--- config.mk ---
export PLATFORM = sky130hd
export DESIGN_NAME = sstor_cell
export DESIGN_NICKNAME = d
export VERILOG_FILES = /design/src/design/sstor_pkg.sv /design/src/design/sstor_cell.sv
export SDC_FILE = /design/constraint.sdc
export NUM_CORES = 1
export LEC_CHECK = 0
export BUFFER_PORTS_ARGS = -buffer_cell sky130_fd_sc_hd__buf_4
export CAP_MARGIN = 20
export CORE_AREA = 5 5 85 95
export CTS_CLUSTER_DIAMETER = 50
export CTS_CLUSTER_SIZE = 25
export DETAILED_ROUTE_END_ITERATION = 7
export DIE_AREA = 0 0 90 100
export PLACE_DENSITY = 0.78
export REMOVE_ABC_BUFFERS = 1
export SLEW_MARGIN = 40
export SYNTH_ARGS = -nofsm -noshare
export SYNTH_HDL_FRONTEND = slang
export SYNTH_SLANG_ARGS = --single-unit
--- constraint.sdc ---
create_clock -name clk -period 4.3 [get_ports clk]
set_input_delay 0.215 -clock clk [delete_from_list [all_inputs] [get_ports clk]]
set_output_delay 0.215 -clock clk [all_outputs]
set_load 0.02 [all_outputs]
--- src/design/sstor_pkg.sv ---
// Shared types and codes for the sorted set reader.
`default_nettype none
package sstor_pkg;
  typedef enum logic [2:0] {
    CMD_INSERT     = 3'd0,
    CMD_REMOVE     = 3'd1,
    CMD_READ_ASC   = 3'd2,
    CMD_READ_SIDE  = 3'd3,
    CMD_READ_PRIME = 3'd4,
    CMD_QUERY      = 3'd5
  } cmd_t;

  localparam logic [2:0] ST_OK       = 3'd0;
  localparam logic [2:0] ST_DUP      = 3'd1;
  localparam logic [2:0] ST_NOTFOUND = 3'd2;
  localparam logic [2:0] ST_RANGE    = 3'd3;
  localparam logic [2:0] ST_FULL     = 3'd4;

  typedef enum logic [2:0] {
    S_IDLE,
    S_PRIME,
    S_SHIFT,
    S_WALK,
    S_DONE
  } state_t;

  // Per-cycle control broadcast to every cell of the chain.
  typedef struct packed {
    logic        ins;      // open a slot and insert
    logic        rem;      // close the slot of a match
    logic        rot;      // rotate chain by one towards cell zero
    logic [31:0] value;
    logic        prime;
  } cell_ctl_t;
endpackage
`default_nettype wire

--- src/design/sstor_cell.sv ---
// One cell of the sorted chain: a value, a prime flag and a valid bit.
`default_nettype none
module sstor_cell (
  input  wire                  clk,
  input  wire                  rst_n,
  input  wire sstor_pkg::cell_ctl_t ctl,
  input  wire                  lo_valid,   // neighbour below
  input  wire                  lo_less,    // neighbour below holds a value < ctl.value (high at the bottom)
  input  wire                  lo_gone,    // removal point lies at or below the neighbour
  input  wire  [31:0]          lo_value,
  input  wire                  lo_prime,
  input  wire                  hi_valid,   // neighbour above
  input  wire  [31:0]          hi_value,
  input  wire                  hi_prime,
  input  wire                  wrap_valid, // rotate feed
  input  wire  [31:0]          wrap_value,
  input  wire                  wrap_prime,
  output logic                 valid,
  output logic [31:0]          value,
  output logic                 prime,
  output logic                 less,
  output logic                 gone
);
  logic        valid_r, valid_nxt;
  logic [31:0] value_r, value_nxt;
  logic        prime_r, prime_nxt;

  assign less = valid_r && ($signed(value_r) < $signed(ctl.value));
  assign gone = lo_gone || (valid_r && value_r == ctl.value);

  always_comb begin
    valid_nxt = valid_r;
    value_nxt = value_r;
    prime_nxt = prime_r;
    if (ctl.ins) begin
      if (!less) begin
        if (lo_less) begin
          // first cell not below the new value: take it here
          value_nxt = ctl.value;
          prime_nxt = ctl.prime;
          valid_nxt = 1'b1;
        end else begin
          value_nxt = lo_value;
          prime_nxt = lo_prime;
          valid_nxt = lo_valid;
        end
      end
    end else if (ctl.rem) begin
      if (gone) begin
        value_nxt = hi_value;
        prime_nxt = hi_prime;
        valid_nxt = hi_valid;
      end
    end else if (ctl.rot) begin
      value_nxt = wrap_value;
      prime_nxt = wrap_prime;
      valid_nxt = wrap_valid;
    end
  end

  always_ff @(posedge clk) begin
    if (!rst_n) begin
      valid_r <= 1'b0;
    end else begin
      valid_r <= valid_nxt;
    end
    value_r <= value_nxt;
    prime_r <= prime_nxt;
  end

  assign valid = valid_r;
  assign value = value_r;
  assign prime = prime_r;
endmodule
`default_nettype wire

==> impl_results.md, run 1 <==
* Power density over the cells at 259 nW/um^2
* Clock transition at path regs at 0.07 ns
* Post-synthesis cell count at 313
* Hold buffer count at cts at 0
* CTS Buffer Depth at 2
* Post-Synth Adder-Cell Area at 13.5%
* I/O Buffers at 177
* Metal2 WL at 4.54 mm
* First-pass GRT wire length at 14.0 mm
* Nets at 654
* XOR/XNOR Fraction of Synth Area at 0%
* Shortest period the worst path allows at 3.08 ns
* Initial antenna violation count at 0
* Slew Limit Fails at 0
* CP max FO at 17
* Antenna Nets Post-Route at 0
* Sequential fraction of the synthesis area at 34.1%
* Synth unique cells at 32
* H-tree depth at 2
* Syn. warnings at 0
* Mapped Area at 2970 sq um
* Vias in the first global route at 3125
* Worst min path class: in2reg
* P_leak at 2.15 nW
* Final hold viol count at 0
* GR Util All Layers at 18.6%
* Core Region at 6930 sq um
* Clock Sinks at 34
* Crit path capture type: flip-flop
* Setup Viol. Count Final at 0
* Drt wl/cell at 15.3 um
* Worst-Skew Late Latency at 0.28 ns
* Worst IR Drop VDD at 0.157 mV
* #FFs+latches synth at 34
* Layout cells sized above 1 at 40.5%
* Clk Tree Root Cell: clkbuf_8
* Post-synth EDFFs at 33
* CTS buffer count at 5
* Synth Area in Compound Gates at 19.6%
* Largest net degree at the start of global routing at 70
* First-pass iteration count of the detailed router at 4
* I/O pins at 178
* RSZ-0062 raised after global routing: false
* Via count at 2967
* Met3 wire len at 712 um
* Max Fclk at 325 MHz
* CP Data Required Time at 4.29 ns
* DR iter-0 viols at 94
* Rows at 32
* Placer Congestion at 0.784
* Status: complete, no violations
* Chip height at 100 um
* Max Cap Viol at 0
* Mux contribution to synthesized area at 12.5%
* Hpwl dp at 7.10 mm
* Die Wd at 90 um
* Top_reg_cell synth: edfxtp_1
* Post-Synth Simple-Gate Area at 13.5%
* CTS tree: built
* Number of remaining DRC errors at 0
* Largest family of logic cells by synthesized area: compound AO/OA/AOI/OAI gates
* Worst-margin pin slew at 0.712 ns
* Syn_area_per_cell at 9.48 sq um
* Met1 WL at 3.27 mm
* Initial core utilization at 42.8%
* Die area at 9000 sq um
* Total negative slack at 0 ns
* Number of vias per cell at 5.24
* Syn-to-layout area delta at 49.6%
* Post-cts gate resize count at 0
* Diode count at 0
* Total gr overflow at 0
* Async SR Flop Fraction at 0%
* Slew headroom at 52.5%
* Period utilization at 71.6%
* Worst Slack Setup Final at 1.22 ns
* Clock Skew at 0.00326 ns
* Setup WS pre-CTS at 1.17 ns
* Routed WL at 8.67 mm
* Uppermost layer routed: met4
* Critical path class: reg2reg
* Critical path launch point type: flip-flop
* Post-CTS setup repair buffer count at 0
* CP arrival at 3.06 ns
==> worst max-delay path: stages, from the launching register on <==
cell,delay [ns]
edfxtp_1,0.40
ha_1,0.33
nand4_1,0.13
or4_4,0.51
a21o_1,0.19
a21oi_2,0.15
o31a_2,0.17
nor3_4,0.05
mux2i_4,0.53
buf_4,0.31
==> state kept, by name, summed over array words and instances, names as in the netlist <==
| name | count |
|---|---|
| valid | 1 |
| value | 32 |
| prime | 1 |
==> cells by family (layout without fill, tap and decap cells) <==
group                    Yosys count  in the layout
buffers and inverters             54            222
multiplexers                      37             37
adder cells (fa/ha/maj)           32             32
flip-flops                        34             34
AO/OA/AOI/OAI                     93             93
AND/OR/NAND/NOR                   63             63
==> power by group <==
part | switching [mW] | leakage [nW] | internal, mW | total [mW]
clock | 0.114 | 0.0426 | 0.111 | 0.226
sequential | 0.0239 | 0.336 | 0.423 | 0.446
combinational | 0.242 | 1.78 | 0.237 | 0.479
total | 0.380 | 2.15 | 0.771 | 1.15
==> path summary, 6_finish.rpt <==
path                            startpoint   endpoint  slack [ns]  depth (start not counted)
worst min-delay path                 rst_n      valid        0.20                          2
worst min register to register       valid      valid        0.83                          3
worst max register to register   value[10]  value[10]        1.22                          9
worst max-delay path             value[10]  value[10]        1.22                          9
==> metal layers <==
layer,track usage (%),up-vias
met5,0,-
met4,5.04,0
met3,6.30,12
met2,35.5,114
met1,19.5,1347
li1,-,1494
==> per-stage QoR <==
stage	power [mW]	util, %	instance area (sq um)	hold slack, ns	cells
floorplan	0.689	-	2890	0.357	294
global placement	0.926	62.9	4360	0.491	558
detailed placement	0.938	62.9	4360	0.480	558
CTS	1.16	64.1	4440	0.188	566
global route	1.23	64.1	4440	0.192	566
finish	1.15	64.1	4440	0.198	566
==> synth_stat cells, drive strengths merged (2+ instances only) <==
| master | count | area (sq um) |
|---|---|---|
| a21oi | 49 | 249 |
| mux2i | 37 | 370 |
| inv | 35 | 131 |
| nor2b | 34 | 213 |
| a211oi | 33 | 248 |
| edfxtp | 33 | 991 |
| ha | 32 | 400 |
| clkbuf | 17 | 63.8 |
| nand2 | 9 | 36.3 |
| nand4 | 7 | 58.8 |
| nor3 | 4 | 31.3 |
| o21ai | 4 | 20.0 |
| nand3 | 3 | 15.0 |
| a21o | 2 | 15.0 |
| buf | 2 | 8.75 |
| o211ai | 2 | 20.0 |
| or4 | 2 | 22.5 |
==> placed cells by master (no fill, tap or decap), drive strengths merged <==
master,count
buf,179
a21oi,49
mux2i,37
inv,35
nor2b,34
a211oi,33
edfxtp,33
ha,32
nand2,9
nand4,7
clkbuf,6
nor3,4
o21ai,4
nand3,3
or4,2
a21o,2
o211ai,2
clkinv,2
or2,1
nand2b,1
a221oi,1
nor4,1
o31a,1
nor2,1
o221a,1
dfxtp,1
==> cell type report <==
cell class | count | area (sq um)
Clock buffer | 6 | 72.6
Fill cell | 636 | 2490
Inverter | 35 | 131
Timing Repair Buffer | 179 | 1340
Clock inverter | 2 | 8.76
Tap cell | 85 | 106
Multi-Input combinational cell | 225 | 1760
Sequential cell | 34 | 1010
Note: power is estimated with default switching activity, not from simulation.
==> run 2: changes to the inputs <==
==> constraint.sdc (replaced) <==
create_clock -name clk -period 3.18 [get_ports clk]
set_input_delay 0.159 -clock clk [delete_from_list [all_inputs] [get_ports clk]]
set_output_delay 0.159 -clock clk [all_outputs]
set_load 0.02 [all_outputs]
==> run 2 against run 1 <==
Die area unchanged. Setup slack got worse by 0.77 ns. Hold slack got worse by 0.054 ns. Critical path type unchanged. Sequential share of layout area unchanged. Critical path depth unchanged. Sequential power increased by 35%. Critical endpoint is now value[22].
==> impl_results.md, run 2 (synthesized netlist as in run 1, its figures left out) <==
* Layout cells sized above 1 at 40.5% (unchanged)
* Commonest non-fill, non-tap cells in the layout: 179 x buf_4, 48 x a21oi_1, 36 x mux2i_1
* Initial core utilization at 42.8% (unchanged)
* Worst IR Drop VDD at 0.229 mV (+46%)
* HP Start: rst_n
* H-tree depth at 2 (unchanged)
* Hold Path End: valid
* Die Wd at 90 um (unchanged)
* Most common library cell in the layout ignoring fill and taps: buf_4
* Sw Share at 33.0% (about the same)
* Chip height at 100 um (unchanged)
* Share of power burned in registers at 38.8% (about the same)
* Uppermost layer routed: met4
* Slew Limit Fails at 0 (unchanged)
* Routed WL at 8.68 mm (+0.15%)
* Crit path capture type: flip-flop
* Utilization after layout at 64.1% (unchanged)
* Hpwl dp at 7.12 mm (+0.26%)
* Metal2 WL at 4.68 mm (+2.9%)
* Power density over the cells at 350 nW/um^2 (+35%)
* Final hold viol count at 0 (unchanged)
* Worst r2r path cells at 9 (unchanged)
* Max Fclk at 366 MHz (+13%)
* Largest net degree at the start of global routing at 70 (unchanged)
* First-pass GRT wire length at 13.9 mm (-0.30%)
* Critical path class: reg2reg
* Worst hold path cell count at 2 (unchanged)
* DR iter-0 viols at 91 (-3.2%)
* Die area at 9000 sq um (unchanged)
* Placer Congestion at 0.758 (-3.3%)
* Clock Power Share at 19.5% (about the same)
* Critical path launch point type: flip-flop
* Post-CTS setup repair buffer count at 0 (unchanged)
* I/O Buffers at 177 (unchanged)
* Core Region at 6930 sq um (unchanged)
* CTS tree: built
* Drt wl/cell at 15.3 um (+0.15%)
* Vias in the first global route at 3095 (-0.96%)
* Clock Skew at 0.00637 ns (+0.00311 ns)
* RSZ-0062 raised after global routing: false
* Number of remaining DRC errors at 0 (unchanged)
* Clk Tree Root Cell: clkbuf_8
* Fillers at 616 (-3.1%)
* Met3 wire len at 714 um (+0.28%)
* Slew headroom at 55.3% (+2.8 points)
* Syn-to-layout area delta at 49.6% (unchanged)
* Clock Sinks at 34 (unchanged)
* Worst-Skew Late Latency at 0.28 ns (about the same)
* CTS Buffer Depth at 2 (unchanged)
* Met1 WL at 3.18 mm (-2.8%)
* CP max FO at 17 (unchanged)
* Diode count at 0 (unchanged)
* Nets at 654 (unchanged)
* Status: complete, no violations
* Via count at 2952 (-0.51%)
* First-pass iteration count of the detailed router at 4 (unchanged)
* P_leak at 2.15 nW (unchanged)
* Post-cts gate resize count at 0 (unchanged)
* Clock transition at path regs at 0.07 ns (about the same)
* CTS buffer count at 5 (unchanged)
* Worst R2R Setup Slack at 0.45 ns (-0.77 ns)
* Setup Viol. Count Final at 0 (unchanged)
* Period utilization at 85.9% (+14 points)
* Shortest period the worst path allows at 2.73 ns (-0.347 ns)
* GR Util All Layers at 18.8% (+0.17 points)
* Number of vias per cell at 5.22 (-0.51%)
* Max reg flops at 32 (unchanged)
* Worst min path class: in2reg
* I/O pins at 178 (unchanged)
* P_sw at 0.513 mW (+35%)
* CP Data Required Time at 3.14 ns (-1.15 ns)
* Worst flop-to-flop path endpoint: value[22]
* Initial antenna violation count at 0 (unchanged)
* Total Power at 1.56 mW (+35%)
* Max Cap Viol at 0 (unchanged)
* Rows at 32 (unchanged)
* Combinational share of power at 41.8% (+0.2 points)
* Worst-margin pin slew at 0.670 ns (-0.0418 ns)
* CP arrival at 2.70 ns (-0.36 ns)
* Internal at 1.04 mW (+35%)
* Total gr overflow at 0 (unchanged)
* Hold buffer count at cts at 0 (unchanged)
* R2R Path Start: value[5]
* Antenna Nets Post-Route at 0 (unchanged)
[run 2: final cells by class]
type,instances,area (sq um),share of cell area [%]
clock buffers,6,72.6,1.64
clock inverters,2,8.76,0.197
inverters,35,131,2.96
multi-input cells,225,1760,39.8
flip-flops and latches,34,1010,22.8
well taps,85,106,2.40
repair buffers,179,1340,30.3
[run 2: worst max-delay path by stage]
stage / start / to / slack [ns] / cells past startpoint
2_1_floorplan: value[10] / prime / -0.97 / 8
3_3_place_gp: value[5] / value[6] / 0.54 / 9
3_5_place_dp: value[5] / value[6] / 0.46 / 9
4_1_cts: value[5] / value[22] / 0.43 / 9
5_1_grt: value[5] / value[22] / 0.28 / 9
6_report: value[5] / value[22] / 0.45 / 9
[run 2: stage by stage]
stage / setup TNS [ns] / cells / area, sq um / hold slack, ns / worst slack, ns
4_1_cts: 0 / 566 / 4440 / 0.135 / 0.430
3_3_place_gp: 0 / 558 / 4360 / 0.426 / 0.545
3_5_place_dp: 0 / 558 / 4360 / 0.433 / 0.458
6_report: 0 / 566 / 4440 / 0.144 / 0.449
5_1_grt: 0 / 566 / 4440 / 0.139 / 0.283
2_1_floorplan: -31.93 / 294 / 2890 / 0.301 / -0.968
[run 2: power groups by stage]
stage | Clock (mW) | Sequential (mW) | Combinational, mW
final | 0.303 | 0.603 | 0.650
after global routing | 0.335 | 0.610 | 0.713
after CTS | 0.314 | 0.603 | 0.659
after detailed placement | 0 | 0.613 | 0.657
after global placement | 0 | 0.609 | 0.642
after floorplan | 0 | 0.687 | 0.244
[run 2: worst max-delay path, stage by stage (launching register included)]
cell      delay [ns]
edfxtp_1        0.40
ha_1            0.34
a21oi_1         0.17
o21ai_1         0.08
a221oi_1        0.34
nor3_1          0.11
nor4_1          0.42
nor3_4          0.11
mux2i_4         0.16
buf_4           0.29
[run 2: layer usage]
metal	vias to the layer above	track usage (%)
met5	-	0
met4	0	5.50
met3	10	5.70
met2	114	36.1
met1	1336	19.6
li1	1492	-
==> run 3: changes to the inputs <==
--- a/config.mk
+++ b/config.mk
@@ -6,13 +6,13 @@
 export NUM_CORES = 1
 export LEC_CHECK = 0
 export BUFFER_PORTS_ARGS = -buffer_cell sky130_fd_sc_hd__buf_4
-export CAP_MARGIN = 20
+export CAP_MARGIN = 10
 export CORE_AREA = 5 5 85 95
 export CTS_CLUSTER_DIAMETER = 50
 export CTS_CLUSTER_SIZE = 25
 export DETAILED_ROUTE_END_ITERATION = 7
 export DIE_AREA = 0 0 90 100
-export PLACE_DENSITY = 0.78
+export PLACE_DENSITY = 0.87
 export REMOVE_ABC_BUFFERS = 1
 export SLEW_MARGIN = 40
 export SYNTH_ARGS = -nofsm -noshare
==> run 3 against run 2 <==
Sequential share of layout area fell by 0.058 points. Cell area up 0.25%. Clock-buffer cell count grew 2. Register-to-register slack about the same. Routed wire length up 3.9%. Final cell count did not move. Fmax is 0.39% higher.
==> impl_results.md, run 3 (synthesized netlist as in run 1, its figures left out) <==
* Worst Slack Setup Final at 0.459 ns (+0.0105 ns)
* P_leak at 2.16 nW (about the same)
* Internal at 1.05 mW (+0.97%)
* Area taken by multi-input logic gates at 1760 sq um (unchanged)
* Initial core utilization at 42.8% (unchanged)
* CTS buffer count at 5 (unchanged)
* First-pass GRT wire length at 14.4 mm (+3.5%)
* RSZ-0062 raised after global routing: false
* CTS tree: built
* Clock Power Share at 19.7% (+0.2 points)
* Total gr overflow at 0 (unchanged)
* I/O pins at 178 (unchanged)
* Fillers at 600 (-2.6%)
* Max reg flops at 32 (unchanged)
* Initial antenna violation count at 0 (unchanged)
* Placed Cells at 558 (unchanged)
* Clock Skew at 0.0124 ns (+0.00604 ns)
* Number of vias per cell at 5.24 (+0.51%)
* CP max FO at 3 (-14)
* Setup WS pre-CTS at 0.459 ns (+0.00141 ns)
* Worst-Skew Late Latency at 0.29 ns (about the same)
* Core Region at 6930 sq um (unchanged)
* Placer Congestion at 0.831 (+9.6%)
* Critical path launch point type: flip-flop
* Total negative slack at 0 ns (unchanged)
* Period utilization at 85.6% (-0.33 points)
* Post-CTS setup repair buffer count at 0 (unchanged)
* Register area at 1010 sq um (unchanged)
* Routed WL at 9.03 mm (+3.9%)
* H-tree depth at 2 (unchanged)
* Nets at 654 (unchanged)
* Combinational share of power at 41.8% (about the same)
* Largest net degree at the start of global routing at 70 (unchanged)
* Max Fclk at 368 MHz (+0.39%)
* Final hold viol count at 0 (unchanged)
* Worst min path class: in2reg
* Commonest non-fill, non-tap cells in the layout: 178 x buf_4, 48 x a21oi_1, 36 x mux2i_1
* Worst-margin pin slew at 0.696 ns (+0.0259 ns)
* Clock transition at path regs at 0.07 ns (about the same)
* Layout cells sized above 1 at 40.3% (-0.21 points)
* Clock Sinks at 34 (unchanged)
* Crit path capture type: primary output
* Shortest period the worst path allows at 2.72 ns (-0.0105 ns)
* Die Wd at 90 um (unchanged)
* Status: complete, no violations
* Sw Share at 33.1% (+0.061 points)
* Rows at 32 (unchanged)
* Setup Viol. Count Final at 0 (unchanged)
* Syn-to-layout area delta at 50.0%
* Hold buffer count at cts at 0 (unchanged)
* Hpwl dp at 7.42 mm (+4.3%)
* Clk Tree Root Cell: clkbuf_8
* Chip height at 100 um (unchanged)
* CP Data Required Time at 3.02 ns (-0.12 ns)
* Diode count at 0 (unchanged)
* First-pass iteration count of the detailed router at 4 (unchanged)
* DR iter-0 viols at 55 (-40%)
* GR Util All Layers at 19.5% (+0.73 points)
* Slew headroom at 53.6% (-1.7 points)
* Vias in the first global route at 3202 (+3.5%)
* Drt wl/cell at 15.9 um (+3.9%)
* Non-Filler Instances at 566 (unchanged)
* Antenna Nets Post-Route at 0 (unchanged)
* P_sw at 0.520 mW (+1.2%)
* CTS Buffer Depth at 2 (unchanged)
* Power density over the cells at 353 nW/um^2 (+0.80%)
* Max Cap Viol at 0 (unchanged)
* Share of power burned in registers at 38.4% (-0.4 points)
* Worst IR Drop VDD at 0.207 mV (-9.6%)
* Critical path class: reg2out
* Number of remaining DRC errors at 0 (unchanged)
* CP arrival at 2.56 ns (-0.14 ns)
* Most common library cell in the layout ignoring fill and taps: buf_4
* Via count at 2967 (+0.51%)
* I/O Buffers at 177 (unchanged)
* Slew Limit Fails at 0 (unchanged)
* Post-cts gate resize count at 0 (unchanged)
* Die area at 9000 sq um (unchanged)
## run 3: changes by cell type in the layout (fill, tap and decap cells not counted), sizes merged
cell,previous run,this run
clkbuf,6,8
clkinv,2,0
## run 3: critical path, stage by stage (launching register included)
cell and delay [ns]:
edfxtp_1 0.42, ha_1 0.36, nand4_1 0.12, or4_4 0.51, a21o_1 0.19, a21oi_2 0.15, nor4_1 0.09, nor3_4 0.25
buf_4 0.19
## run 3: layout make-up
cell class | count | area share [%]
clock buffer | 8 | 1.80
inverter | 35 | 2.95
multi-input combinational | 225 | 39.7
sequential | 34 | 22.7
tap | 85 | 2.39
timing repair buffer | 179 | 30.5
## run 3: power by group through the flow
stage / clock network (mW) / logic (mW) / registers, mW
after floorplan: 0 / 0.244 / 0.687
after global placement: 0 / 0.645 / 0.609
after detailed placement: 0 / 0.664 / 0.615
after CTS: 0.314 / 0.666 / 0.605
after global routing: 0.339 / 0.723 / 0.611
final: 0.310 / 0.658 / 0.604
## run 3: final timing paths
| kind | start | to | slack (ns) | cells past startpoint |
|---|---|---|---|---|
| min | rst_n | valid | 0.16 | 2 |
| max | value[10] | less | 0.46 | 8 |
| min reg2reg | valid | valid | 0.81 | 3 |
| max reg2reg | value[10] | value[14] | 0.46 | 9 |
## run 3: stage by stage
step / cell area, sq um / power, mW / util, % / hold slack (ns)
after global placement: 4370 / 1.25 / 63.1 / 0.435
after global routing: 4450 / 1.67 / 64.2 / 0.153
after floorplan: 2890 / 0.931 / - / 0.301
after detailed placement: 4370 / 1.28 / 63.1 / 0.451
after CTS: 4450 / 1.59 / 64.2 / 0.150
final: 4450 / 1.57 / 64.2 / 0.160
## run 3: routing by layer
metal | vias to the layer above | global-route usage (%) | routed length, um
met3 | 11 | 6.30 | 696
met2 | 116 | 38.2 | 4980
met5 | - | 0 | 0
li1 | 1490 | - | -
met1 | 1350 | 19.6 | 3220
met4 | 0 | 5.50 | 129
