## config.mk

```make
export PLATFORM = sky130hd
export DESIGN_NAME = sstor_prime
export DESIGN_NICKNAME = d
export VERILOG_FILES = /design/src/design/sstor_prime.sv
export SDC_FILE = /design/constraint.sdc
export NUM_CORES = 1
export LEC_CHECK = 0
export BUFFER_PORTS_ARGS = -buffer_cell sky130_fd_sc_hd__buf_2
export CORE_UTILIZATION = 45
export CTS_CLUSTER_DIAMETER = 40
export DETAILED_ROUTE_END_ITERATION = 12
export GPL_ROUTABILITY_DRIVEN = 1
export SYNTH_ARGS = -nofsm -noshare
export SYNTH_HDL_FRONTEND = slang
export SYNTH_SLANG_ARGS = --single-unit
```

## constraint.sdc

```tcl
create_clock -name clk -period 7.67 [get_ports clk]
set_input_delay 1.1505 -clock clk [delete_from_list [all_inputs] [get_ports clk]]
set_output_delay 1.1505 -clock clk [all_outputs]
set_load 0.02 [all_outputs]
```

## src/design/sstor_prime.sv

```systemverilog
// Trial-division primality unit; each divisor is tried by bit-serial restoring division.
`default_nettype none
module sstor_prime (
  input  wire         clk,
  input  wire         rst_n,
  input  wire         start,
  input  wire  [31:0] value,
  output logic        done,
  output logic        is_prime
);
  logic        busy_r, busy_nxt;
  logic [31:0] n_r, n_nxt;
  logic [16:0] d_r, d_nxt;
  logic [31:0] rem_r, rem_nxt;
  logic [4:0]  bit_r, bit_nxt;
  logic        done_r, done_nxt;
  logic        res_r, res_nxt;
  logic [33:0] dsq;
  logic [32:0] trial;

  assign dsq = {17'd0, d_r} * {17'd0, d_r};
  assign trial = {rem_r, n_r[bit_r]} - {16'd0, d_r};

  always_comb begin
    busy_nxt = busy_r;
    n_nxt = n_r;
    d_nxt = d_r;
    rem_nxt = rem_r;
    bit_nxt = bit_r;
    done_nxt = 1'b0;
    res_nxt = res_r;
    if (start) begin
      n_nxt = value;
      d_nxt = 17'd2;
      rem_nxt = '0;
      bit_nxt = 5'd31;
      if ($signed(value) <= 32'sd1) begin
        res_nxt = 1'b0;
        done_nxt = 1'b1;
      end else begin
        busy_nxt = 1'b1;
      end
    end else if (busy_r) begin
      if (bit_r == 5'd31 && rem_r == '0 && dsq > {2'd0, n_r}) begin
        // no divisor up to the root
        busy_nxt = 1'b0;
        res_nxt = 1'b1;
        done_nxt = 1'b1;
      end else begin
        if (!trial[32]) rem_nxt = trial[31:0];
        else rem_nxt = {rem_r[30:0], n_r[bit_r]};
        if (bit_r == 5'd0) begin
          bit_nxt = 5'd31;
          if ((!trial[32] ? trial[31:0] : {rem_r[30:0], n_r[0]}) == '0) begin
            busy_nxt = 1'b0;
            res_nxt = 1'b0;
            done_nxt = 1'b1;
          end
          rem_nxt = '0;
          d_nxt = d_r + 17'd1;
        end else begin
          bit_nxt = bit_r - 5'd1;
        end
      end
    end
  end

  always_ff @(posedge clk) begin
    if (!rst_n) begin
      busy_r <= 1'b0;
      done_r <= 1'b0;
    end else begin
      busy_r <= busy_nxt;
      done_r <= done_nxt;
    end
    n_r <= n_nxt;
    d_r <= d_nxt;
    rem_r <= rem_nxt;
    bit_r <= bit_nxt;
    res_r <= res_nxt;
  end

  assign done = done_r;
  assign is_prime = res_r;
endmodule
`default_nettype wire

```

==> run summary, run 1 <==
outcome: complete, but fails checks
failing checks: setup timing
final core occ: 0.572
CTS tree: yes
WL/cell: 17.0 um
CTS sink count: 89
initial antenna violation count: 0
Worst-Margin Slew: 1.05 ns
delay-heaviest family, CP: adder cells
drt first pass iters: 6
fraction of layout cells with a size suffix above 1: 0.253
min cycle time layout: 7.90 ns
drt via density: 5.28
CP endpoint kind: flop
ANT cells: 0
Synth area leader: fa_1
RePlAce Congestion: 0.915
register area share after synthesis: 0.149
worst hold start: rem_r[29]
#FFs+latches synth: 89
Worst Skew: 0.0100 ns
number of fill cells in the layout: 2794
fin nets: 2242
Worst Path Buf+Inv: 11
Clk pin slew, worst setup/hold paths: 0.07 ns
worst r2r src: d_r[9]
Cells after Synth: 1618
Die X: 179 um
syn_nets: 2007
Power Total: 1.54 mW
fmax: 0.127 GHz
vias in the first global route: 12.2k
Min-Delay Endpoint: rem_r[29]
synth top area cells: fa_1 (27%), ha_1 (14%), inv_1 (8.7%), dfxtp_1 (7.9%), edfxtp_1 (7.0%)
Synth top area share: 0.273
Cell Area, Synth: 14100 um^2
RSZ-0062 raised after global routing: yes
worst setup margin: -0.227 ns
worst r2r path cells: 36
sequential power share: 0.367
Iteration-0 DRC Markers: 594
vias: 11.9k
Port Buf Inserts: 36
CP max stage delay: 0.53 ns
H-tree depth: 3
GR Overflow Total: 0
clock root buffer: clkbuf_16
fin. max-slew vios: 0
Netlist cell types: 63
die area: 32100 um^2
mean post-synth cell area: 8.74 um^2
switching pwr: 0.558 mW
FF/Latch Area: 2150 um^2
area occupied by multi-input gates: 11200 um^2
Starting Density: 0.460
Primary FF master, synth: dfxtp_1
combinational cell fraction of total power: 0.340
cell leakage power: 9.21 nW
Clock Path Buffers: 2
Pwr Density: 87.3 nW/um^2
endpoints failing setup: 39
switching share of power: 0.363
worst r2r dst: rem_r[23]
Clock power frac: 0.293
R2R setup slack: -0.23 ns
relative slew slack: 0.303
worst skew pair latency: 0.36 ns
final WL: 38400 um
cts hold-fix bufs: 0
Antenna Nets Post-Route: 0
YS warnings: 0
DRC errors left: 0
gr usage total: 0.253
pre-CTS setup slack: -0.694 ns
critical path class: flop to flop
Worst Path Max Fanout: 8
DP Wirelength: 31300 um
crit path DAT: 8.13 ns
Async SR Flop Fraction: 0
Fin. Hold Viols: 0
final period utilization: 1.03
Post-synth EDFFs: 33
largest net degree at the start of global routing: 61
Max VDD drop: 0.126 mV
Area Overhead vs Synth: 24.5%
hold path depth: 2
Core Footprint: 30700 um^2
CP required: 7.90 ns
Chip Height: 179 um
Num CTS Buffers: 9
MaxCap Viol Count: 0
CP startpoint kind: flop
Fin Setup TNS: -6.47 ns
Top Ports: 37
Min-Delay Path Class: flop to flop
CP most frequent cell: fa_1
global-route wire length before repair: 63200 um
Critical-path top delay cell: fa_1
internal power: 0.979 mW
Rows: 64
-- stage by stage --
step / hold slack (ns) / std cells / cell area, um^2
after floorplan: 0.464 / 1618 / 14300
after global placement: 0.486 / 2198 / 16300
after detailed placement: 0.494 / 2198 / 16300
after CTS: 0.503 / 2240 / 17200
after global routing: 0.523 / 2254 / 17600
final: 0.495 / 2254 / 17600
-- worst register-to-register path, delay by kind of cell (launching register included) --
family	cells	cell delay, ns
DFF	1	0.36
adders and majority gates	8	3.59
xor gates and xnor gates	1	0.12
and+or+nand+nor	8	1.06
buffers and inverters	11	1.36
AOI/OAI and AO/OA	8	1.29
-- cells by family after synthesis --
group	count (synthesis)	synth area share
DFF	89	0.149
xor gates and xnor gates	87	0.0539
and+or+nand+nor	454	0.151
buffers and inverters	387	0.103
AOI/OAI and AO/OA	229	0.105
adders and majority gates	354	0.416
muxes	18	0.0217
-- how the worst max path moves through the flow --
stage | startpoint | end | slack, ns | cells past startpoint
after floorplan | d_r[15] | bit_r[1] | 0.005 | 32
after global placement | d_r[16] | bit_r[3] | -0.53 | 37
after detailed placement | d_r[7] | bit_r[3] | -0.69 | 33
after CTS | d_r[4] | rem_r[23] | -0.38 | 38
after global routing | d_r[5] | rem_r[30] | -0.54 | 35
final | d_r[9] | rem_r[23] | -0.23 | 36
-- flip-flops by register name (all words and copies together) (netlist names) --
signal,flops
done,1
is_prime,1
n_r,32
rem_r,32
busy_r,1
d_r,17
bit_r,5
-- metal layers --
layer	GRT usage	wire length, um	vias up
li1	-	-	5730
met1	0.354	17600	5833
met4	0.0585	733	0
met3	0.0320	1860	46
met5	0	0	-
met2	0.415	18200	302
-- synth_stat cells, drive strengths merged, types with 8 or more instances --
cell type,n
inv,328
fa,193
ha,161
nor2,144
nand2,122
a21oi,83
xnor2,62
dfxtp,56
clkbuf,46
nor3,44
o21ai,37
a21o,34
edfxtp,33
nand3,28
nand4,25
xor2,25
nor4,17
a211oi,15
nand2b,14
or3,11
mux4,10
o211ai,10
and2,9
and3,8
buf,8
nor3b,8
-- layout make-up --
cell class                 count  share of cell area
clock inverter                 5             0.00213
timing repair buffer         278               0.126
sequential                    89               0.122
inverter                     333              0.0720
clock buffer                  11              0.0144
tap                          396              0.0282
multi-input combinational   1142               0.635
-- power groups by stage --
stage	clock network (mW)	registers, mW	logic [mW]
final	0.450	0.564	0.523
after global placement	0	0.574	0.480
after detailed placement	0	0.575	0.486
after CTS	0.455	0.564	0.505
after global routing	0.471	0.569	0.577
after floorplan	0	0.555	0.387
-- placed cells by master (no fill, tap or decap), drive strengths merged, types with 28 or more instances in the layout --
cell      n
ha      161
dfxtp    56
inv     332
fa      193
o21ai    37
nand2   122
a21oi    83
nor3     44
edfxtp   33
buf     277
xnor2    62
a21o     34
nor2    144
nand3    28
-- repair_timing --
item / 4_1_cts / 5_1_grt
pin swaps: 68 / 103
gates resized for setup: 103 / 89
buffers inserted: 24 / 13
endpoints found under the setup margin: 40 / 40
cloned: 2 / 1
Power figures use the tool's default switching activity.
==> run 2, diff against run 1 <==
--- a/config.mk
+++ b/config.mk
@@ -5,6 +5,7 @@
 export SDC_FILE = /design/constraint.sdc
 export NUM_CORES = 1
 export LEC_CHECK = 0
+export ABC_AREA = 1
 export BUFFER_PORTS_ARGS = -buffer_cell sky130_fd_sc_hd__buf_2
 export CORE_UTILIZATION = 45
 export CTS_CLUSTER_DIAMETER = 40
==> run 2 against run 1 <==
  * The run now ends clean
  * Hold slack improved by 0.017 ns
  * Design area rose by 2.5%
  * Non-clock buffer count fell by 132
  * Area after synthesis rose by 11%
  * Critical path type unchanged
==> run summary, run 2 <==
pre-CTS setup slack: -0.0641 ns (was -0.694 ns)
worst skew pair latency: 0.38 ns (was 0.36 ns)
Fin Setup TNS: 0 ns (was -6.47 ns)
WHS: 0.512 ns (was 0.495 ns)
Antenna Nets Post-Route: 0 (unchanged)
Post-synth EDFFs: 33 (unchanged)
CTS sink count: 89 (unchanged)
Iteration-0 DRC Markers: 970 (was 594)
Critical Path Sink: rem_r[6] (was rem_r[23])
CP required: 7.93 ns (was 7.90 ns)
YS warnings: 0 (unchanged)
worst r2r path cells: 34 (was 36)
Cells after Synth: 2199 (was 1618)
initial antenna violation count: 0 (unchanged)
Clock power frac: 0.275 (was 0.293)
final instance area: 18000 um^2 (was 17600 um^2)
cell leakage power: 10.3 nW (was 9.21 nW)
clock root buffer: clkbuf_16 (unchanged)
syn_nets: 2588 (was 2007)
final WL: 45300 um (was 38400 um)
Starting Density: 0.457 (was 0.460)
worst r2r src: d_r[3] (was d_r[9])
combinational cell fraction of total power: 0.409 (was 0.340)
CP startpoint kind: flop (unchanged)
critical path class: flop to flop (unchanged)
CP most frequent cell: fa_1 (unchanged)
Pwr Density: 97.6 nW/um^2 (was 87.3 nW/um^2)
Fin. Hold Viols: 0 (unchanged)
fraction of layout cells with a size suffix above 1: 0.133 (was 0.253)
Worst Path Max Fanout: 11 (was 8)
endpoints failing setup: 0 (was 39)
Min-Delay Path Class: flop to flop (unchanged)
CTS tree: yes (unchanged)
fmax: 0.136 GHz (was 0.127 GHz)
Synth top area share: 0.245 (was 0.273)
top flop regs: n_r (32), rem_r (32), d_r (17) (unchanged)
CP endpoint kind: flop (unchanged)
RSZ-0062 raised after global routing: yes (unchanged)
relative slew slack: 0.427 (was 0.303)
Area Overhead vs Synth: 14.5% (was 24.5%)
RePlAce Congestion: 0.932 (was 0.915)
gr usage total: 0.257 (was 0.253)
drt first pass iters: 5 (was 6)
GR Overflow Total: 0 (unchanged)
Clk pin slew, worst setup/hold paths: 0.08 ns (was 0.07 ns)
switching share of power: 0.443 (was 0.363)
DRC errors left: 0 (unchanged)
H-tree depth: 3 (unchanged)
most frequent cell after synthesis: nand2_1 (was inv_1)
mean post-synth cell area: 7.16 um^2 (was 8.74 um^2)
Core Footprint: 34500 um^2 (was 30700 um^2)
crit path DAT: 7.60 ns (was 8.13 ns)
Rows: 68 (was 64)
internal power: 0.981 mW (was 0.979 mW)
vias in the first global route: 14.1k (was 12.2k)
most common cell after layout, fill and taps aside: nand2_1 (was inv_1)
global-route wire length before repair: 72500 um (was 63200 um)
fin nets: 2684 (was 2242)
cts hold-fix bufs: 0 (unchanged)
Cell Area, Synth: 15800 um^2 (was 14100 um^2)
Async SR Flop Fraction: 0 (unchanged)
Netlist cell types: 47 (was 63)
Critical-path top delay cell: fa_2 (was fa_1)
vias: 14.1k (was 11.9k)
Num CTS Buffers: 9 (unchanged)
WL/cell: 16.4 um (was 17.0 um)
Worst-Margin Slew: 0.852 ns (was 1.05 ns)
Primary FF master, synth: dfxtp_1 (unchanged)
switching pwr: 0.780 mW (was 0.558 mW)
Port Buf Inserts: 36 (unchanged)
DP Wirelength: 37500 um (was 31300 um)
Synth area leader: fa_1 (unchanged)
drt via density: 5.11 (was 5.28)
fin. max-slew vios: 0 (unchanged)
DP Area: 16900 um^2 (was 16300 um^2)
CP max stage delay: 0.56 ns (was 0.53 ns)
sequential power share: 0.315 (was 0.367)
commonest non-fill, non-tap cells in the layout: nand2_1 (556), inv_1 (496), fa_1 (185), ha_1 (151), nor2_1 (135) (was inv_1 (297), buf_4 (214), fa_1 (183), ha_1 (147), nor2_1 (120))
Die X: 189 um (was 179 um)
top cells by count, synth: nand2_1 (577), inv_1 (503), fa_1 (193) (was inv_1 (326), fa_1 (193), ha_1 (161))
outcome: finished, final reports clean (was complete, but fails checks)
Max VDD drop: 0.147 mV (was 0.126 mV)
MaxCap Viol Count: 0 (unchanged)
worst r2r dst: rem_r[6] (was rem_r[23])
Clock Path Buffers: 2 (unchanged)
largest net degree at the start of global routing: 66 (was 61)
Worst Skew: 0.0139 ns (was 0.0100 ns)
final period utilization: 0.957 (was 1.03)
ANT cells: 0 (unchanged)
worst setup margin: 0.331 ns (was -0.227 ns)
min cycle time layout: 7.34 ns (was 7.90 ns)
Top Ports: 37 (unchanged)
Chip Height: 189 um (was 179 um)
synth top area cells: fa_1 (25%), nand2_1 (14%), ha_1 (13%), inv_1 (12%), dfxtp_1 (7.1%) (was fa_1 (27%), ha_1 (14%), inv_1 (8.7%), dfxtp_1 (7.9%), edfxtp_1 (7.0%))
die area: 35800 um^2 (was 32100 um^2)
register area share after synthesis: 0.134 (was 0.149)
R2R setup slack: 0.33 ns (was -0.23 ns)
#FFs+latches synth: 89 (unchanged)
CP startpoint: d_r[3] (was d_r[9])
## run 2: cell types whose count changed in the layout (fill, tap and decap cells not counted), moves of 23 or more
cell     delta
nand2_1   +449
inv_1     +199
buf_4     -128
nand3_1    +54
o21ai_0    +29
xnor2_1    -29
a21o_1     -28
o21ai_1    +23
## run 2: metal layers
layer	vias up	GRT usage	wire, um
li1	6903	-	-
met1	6668	0.362	20700
met2	442	0.428	21000
met3	67	0.0204	2750
met4	0	0.0620	913
met5	-	0	0
## run 2: timing repair
action	4_1_cts	5_1_grt
pin swaps	0	68
setup endpoints to repair	41	58
resized for setup	3	142
gates cloned	0	6
buffers inserted	0	13
## run 2: final cells by class
| cell class | count | area, um^2 |
|---|---|---|
| Sequential cell | 89 | 2160 |
| Clock inverter | 7 | 78.8 |
| Tap cell | 455 | 569 |
| Fill cell | 3353 | 16400 |
| Multi-Input combinational cell | 1530 | 11800 |
| Timing Repair Buffer | 146 | 1230 |
| Clock buffer | 9 | 225 |
| Inverter | 519 | 1950 |
## run 2: logic make-up (layout without fill, tap and decap cells)
group,count (synthesis),in the layout,synth area share
and+or+nand+nor,902,902,0.242
adders and majority gates,354,354,0.373
AOI/OAI and AO/OA,208,208,0.0719
buffers and inverters,580,681,0.143
xor gates and xnor gates,66,66,0.0367
DFF,89,89,0.134
## run 2: worst max-delay path, delay by kind of cell, from the launching register on
family	cells	cell delay, ns
xor+xnor	1	0.15
flops	1	0.41
buf+inv	10	1.22
fa+ha+maj	8	3.71
compound gates	3	0.36
simple gates	12	1.36
## run 2: power groups by stage
stage | sequential, mW | combinational [mW] | clock (mW)
after floorplan | 0.551 | 0.521 | 0
after global placement | 0.568 | 0.684 | 0
after detailed placement | 0.568 | 0.685 | 0
after CTS | 0.557 | 0.689 | 0.487
after global routing | 0.559 | 0.803 | 0.504
final | 0.555 | 0.721 | 0.484
## run 2: worst min-delay path by stage
stage | start | end | slack [ns] | cells after the start
6_report | d_r[10] | d_r[10] | 0.51 | 2
5_1_grt | d_r[10] | d_r[10] | 0.54 | 2
4_1_cts | d_r[10] | d_r[10] | 0.50 | 2
3_5_place_dp | d_r[10] | d_r[10] | 0.49 | 2
3_3_place_gp | d_r[10] | d_r[10] | 0.49 | 2
2_1_floorplan | rem_r[21] | rem_r[21] | 0.48 | 2
## run 2: through the flow
| stage | utilization | std cells | power [mW] |
|---|---|---|---|
| after global routing | 0.524 | 2755 | 1.87 |
| final | 0.524 | 2755 | 1.76 |
| after global placement | 0.492 | 2720 | 1.25 |
| after floorplan | - | 2199 | 1.07 |
| after CTS | 0.500 | 2736 | 1.73 |
| after detailed placement | 0.492 | 2720 | 1.25 |
==> run 3, diff against run 2 <==
--- a/config.mk
+++ b/config.mk
@@ -7,6 +7,7 @@
 export LEC_CHECK = 0
 export ABC_AREA = 1
 export BUFFER_PORTS_ARGS = -buffer_cell sky130_fd_sc_hd__buf_2
+export CORE_MARGIN = 2
 export CORE_UTILIZATION = 45
 export CTS_CLUSTER_DIAMETER = 40
 export DETAILED_ROUTE_END_ITERATION = 12
==> run 3 against run 2 <==
  * Sequential share of layout area up 0.29 points
  * Maximum frequency down 0.26%
  * Sequential cell count unchanged
  * Via count down 1.2%
  * Design area down 2.8%
  * Wire length down 2.4%
  * Final cell count down 1.2%
  * Clock-buffer cell count unchanged
  * Setup slack worse by 0.019 ns
==> run summary, run 3 (synthesis gave the netlist of run 2 again) <==
switching pwr: 0.769 mW (was 0.780 mW)
CP max stage delay: 0.56 ns (about the same)
final period utilization: 0.959 (was 0.957)
Pwr Density: 99.1 nW/um^2 (was 97.6 nW/um^2)
DRC errors left: 0 (unchanged)
Clk pin slew, worst setup/hold paths: 0.09 ns (was 0.08 ns)
clock root buffer: clkbuf_16 (unchanged)
Rows: 68 (unchanged)
Port Buf Inserts: 36 (unchanged)
CP endpoint kind: flop (unchanged)
drt first pass iters: 5 (unchanged)
commonest non-fill, non-tap cells in the layout: nand2_1 (569), inv_1 (503), fa_1 (190), ha_1 (151), nor2_1 (136) (was nand2_1 (556), inv_1 (496), fa_1 (185), ha_1 (151), nor2_1 (135))
CTS tree: yes (unchanged)
die area: 36500 um^2 (was 35800 um^2)
CP startpoint: d_r[5] (was d_r[3])
MaxCap Viol Count: 0 (unchanged)
cell leakage power: 10.1 nW (was 10.3 nW)
Min-Delay Path Class: flop to flop (unchanged)
endpoints failing setup: 0 (unchanged)
Num CTS Buffers: 9 (unchanged)
GR Overflow Total: 0 (unchanged)
Clock power frac: 0.270 (was 0.275)
fmax: 0.136 GHz (about the same)
Chip Height: 191 um (was 189 um)
DP Area: 16800 um^2 (was 16900 um^2)
Worst Skew: 0.0165 ns (was 0.0139 ns)
H-tree depth: 3 (unchanged)
RePlAce Congestion: 0.956 (was 0.932)
switching share of power: 0.442 (was 0.443)
initial antenna violation count: 0 (unchanged)
final WL: 44200 um (was 45300 um)
Antenna Nets Post-Route: 0 (unchanged)
CTS sink count: 89 (unchanged)
number of fill cells in the layout: 3491 (was 3353)
global-route wire length before repair: 70600 um (was 72500 um)
Area Overhead vs Synth: 11.3% (was 14.5%)
Clock Path Buffers: 2 (unchanged)
Worst-Margin Slew: 0.870 ns (was 0.852 ns)
Die X: 191 um (was 189 um)
worst skew pair latency: 0.37 ns (was 0.38 ns)
worst r2r src: d_r[5] (was d_r[3])
Worst Path Max Fanout: 19 (was 11)
ANT cells: 0 (unchanged)
outcome: finished, final reports clean (unchanged)
RSZ-0062 raised after global routing: yes (unchanged)
drt via density: 5.11 (about the same)
Max VDD drop: 0.143 mV (was 0.147 mV)
Core Footprint: 34500 um^2 (about the same)
gr usage total: 0.247 (was 0.257)
worst hold start: d_r[10] (unchanged)
Fin. Hold Viols: 0 (unchanged)
CP most frequent cell: fa_1 (unchanged)
CP startpoint kind: flop (unchanged)
vias in the first global route: 13.6k (was 14.1k)
fraction of layout cells with a size suffix above 1: 0.108 (was 0.133)
most common cell after layout, fill and taps aside: nand2_1 (unchanged)
CP required: 7.93 ns (about the same)
internal power: 0.970 mW (was 0.981 mW)
combinational cell fraction of total power: 0.411 (was 0.409)
vias: 13.9k (was 14.1k)
fin nets: 2650 (was 2684)
crit path DAT: 7.62 ns (was 7.60 ns)
relative slew slack: 0.415 (was 0.427)
top flop regs: n_r (32), rem_r (32), d_r (17) (unchanged)
WL/cell: 16.2 um (was 16.4 um)
WHS: 0.494 ns (was 0.512 ns)
min cycle time layout: 7.36 ns (was 7.34 ns)
Iteration-0 DRC Markers: 1007 (was 970)
Top Ports: 37 (unchanged)
Starting Density: 0.456 (was 0.457)
sequential power share: 0.319 (was 0.315)
fin. max-slew vios: 0 (unchanged)
critical path class: flop to flop (unchanged)
final instance area: 17500 um^2 (was 18000 um^2)
DP Wirelength: 36800 um (was 37500 um)
Critical-path top delay cell: fa_1 (was fa_2)
largest net degree at the start of global routing: 66 (unchanged)
==> run 3: path summary, 6_finish.rpt <==
path                     to  slack, ns  depth (start not counted)
setup / recovery  rem_r[11]       0.31                         31
hold / removal      d_r[10]       0.49                          2
setup reg to reg  rem_r[11]       0.31                         31
hold reg to reg     d_r[10]       0.49                          2
==> run 3: through the flow <==
| stage | std cells | power, mW | utilization | setup WS (ns) | TNS, ns |
|---|---|---|---|---|---|
| after floorplan | 2199 | 1.07 | - | 0.0249 | 0 |
| after global placement | 2693 | 1.25 | 0.485 | 0.0765 | 0 |
| after detailed placement | 2693 | 1.25 | 0.485 | 0.0108 | 0 |
| after CTS | 2709 | 1.73 | 0.494 | 0.0270 | 0 |
| after global routing | 2721 | 1.86 | 0.508 | -0.0486 | -0.421 |
| final | 2721 | 1.74 | 0.508 | 0.312 | 0 |
==> run 3: timing repair <==
action	in CTS	in global routing
gates resized for setup	1	104
hold buffers	0	0
setup endpoints to repair	12	58
pin swaps	0	11
gates cloned	0	4
buffers inserted	0	8
endpoints found under the hold margin	0	0
==> run 3: layout make-up <==
type,instances,area (um^2),share of cell area
multi-input cells,1532,11700,0.667
flip-flops and latches,89,2150,0.122
inverters,519,1950,0.111
repair buffers,110,887,0.0506
well taps,455,569,0.0325
clock buffers,9,225,0.0128
clock inverters,7,67.6,0.00385
==> run 3: critical path: cells and delay by family, from the launching register on <==
kind / cells / cell delay, ns
buffers and inverters: 6 / 0.79
AND/OR/NAND/NOR: 12 / 1.30
AO/OA/AOI/OAI: 4 / 0.85
XOR/XNOR: 1 / 0.11
adder cells (fa/ha/maj): 8 / 3.82
flip-flops: 1 / 0.38
==> run 3: routing by layer <==
metal / global-route usage / routed length (um) / vias to the layer above / share of wire
met1: 0.355 / 20800 / 6623 / 0.47
met2: 0.404 / 20300 / 413 / 0.46
met3: 0.0211 / 2330 / 47 / 0.053
li1: - / - / 6832 / -
met5: 0 / 0 / - / 0
met4: 0.0556 / 813 / 0 / 0.018
==> run 3: power by group through the flow <==
stage	combinational, mW	clock [mW]	sequential (mW)
after floorplan	0.521	0	0.551
after global placement	0.685	0	0.566
after detailed placement	0.688	0	0.567
after CTS	0.692	0.479	0.556
after global routing	0.800	0.497	0.558
final	0.714	0.470	0.555
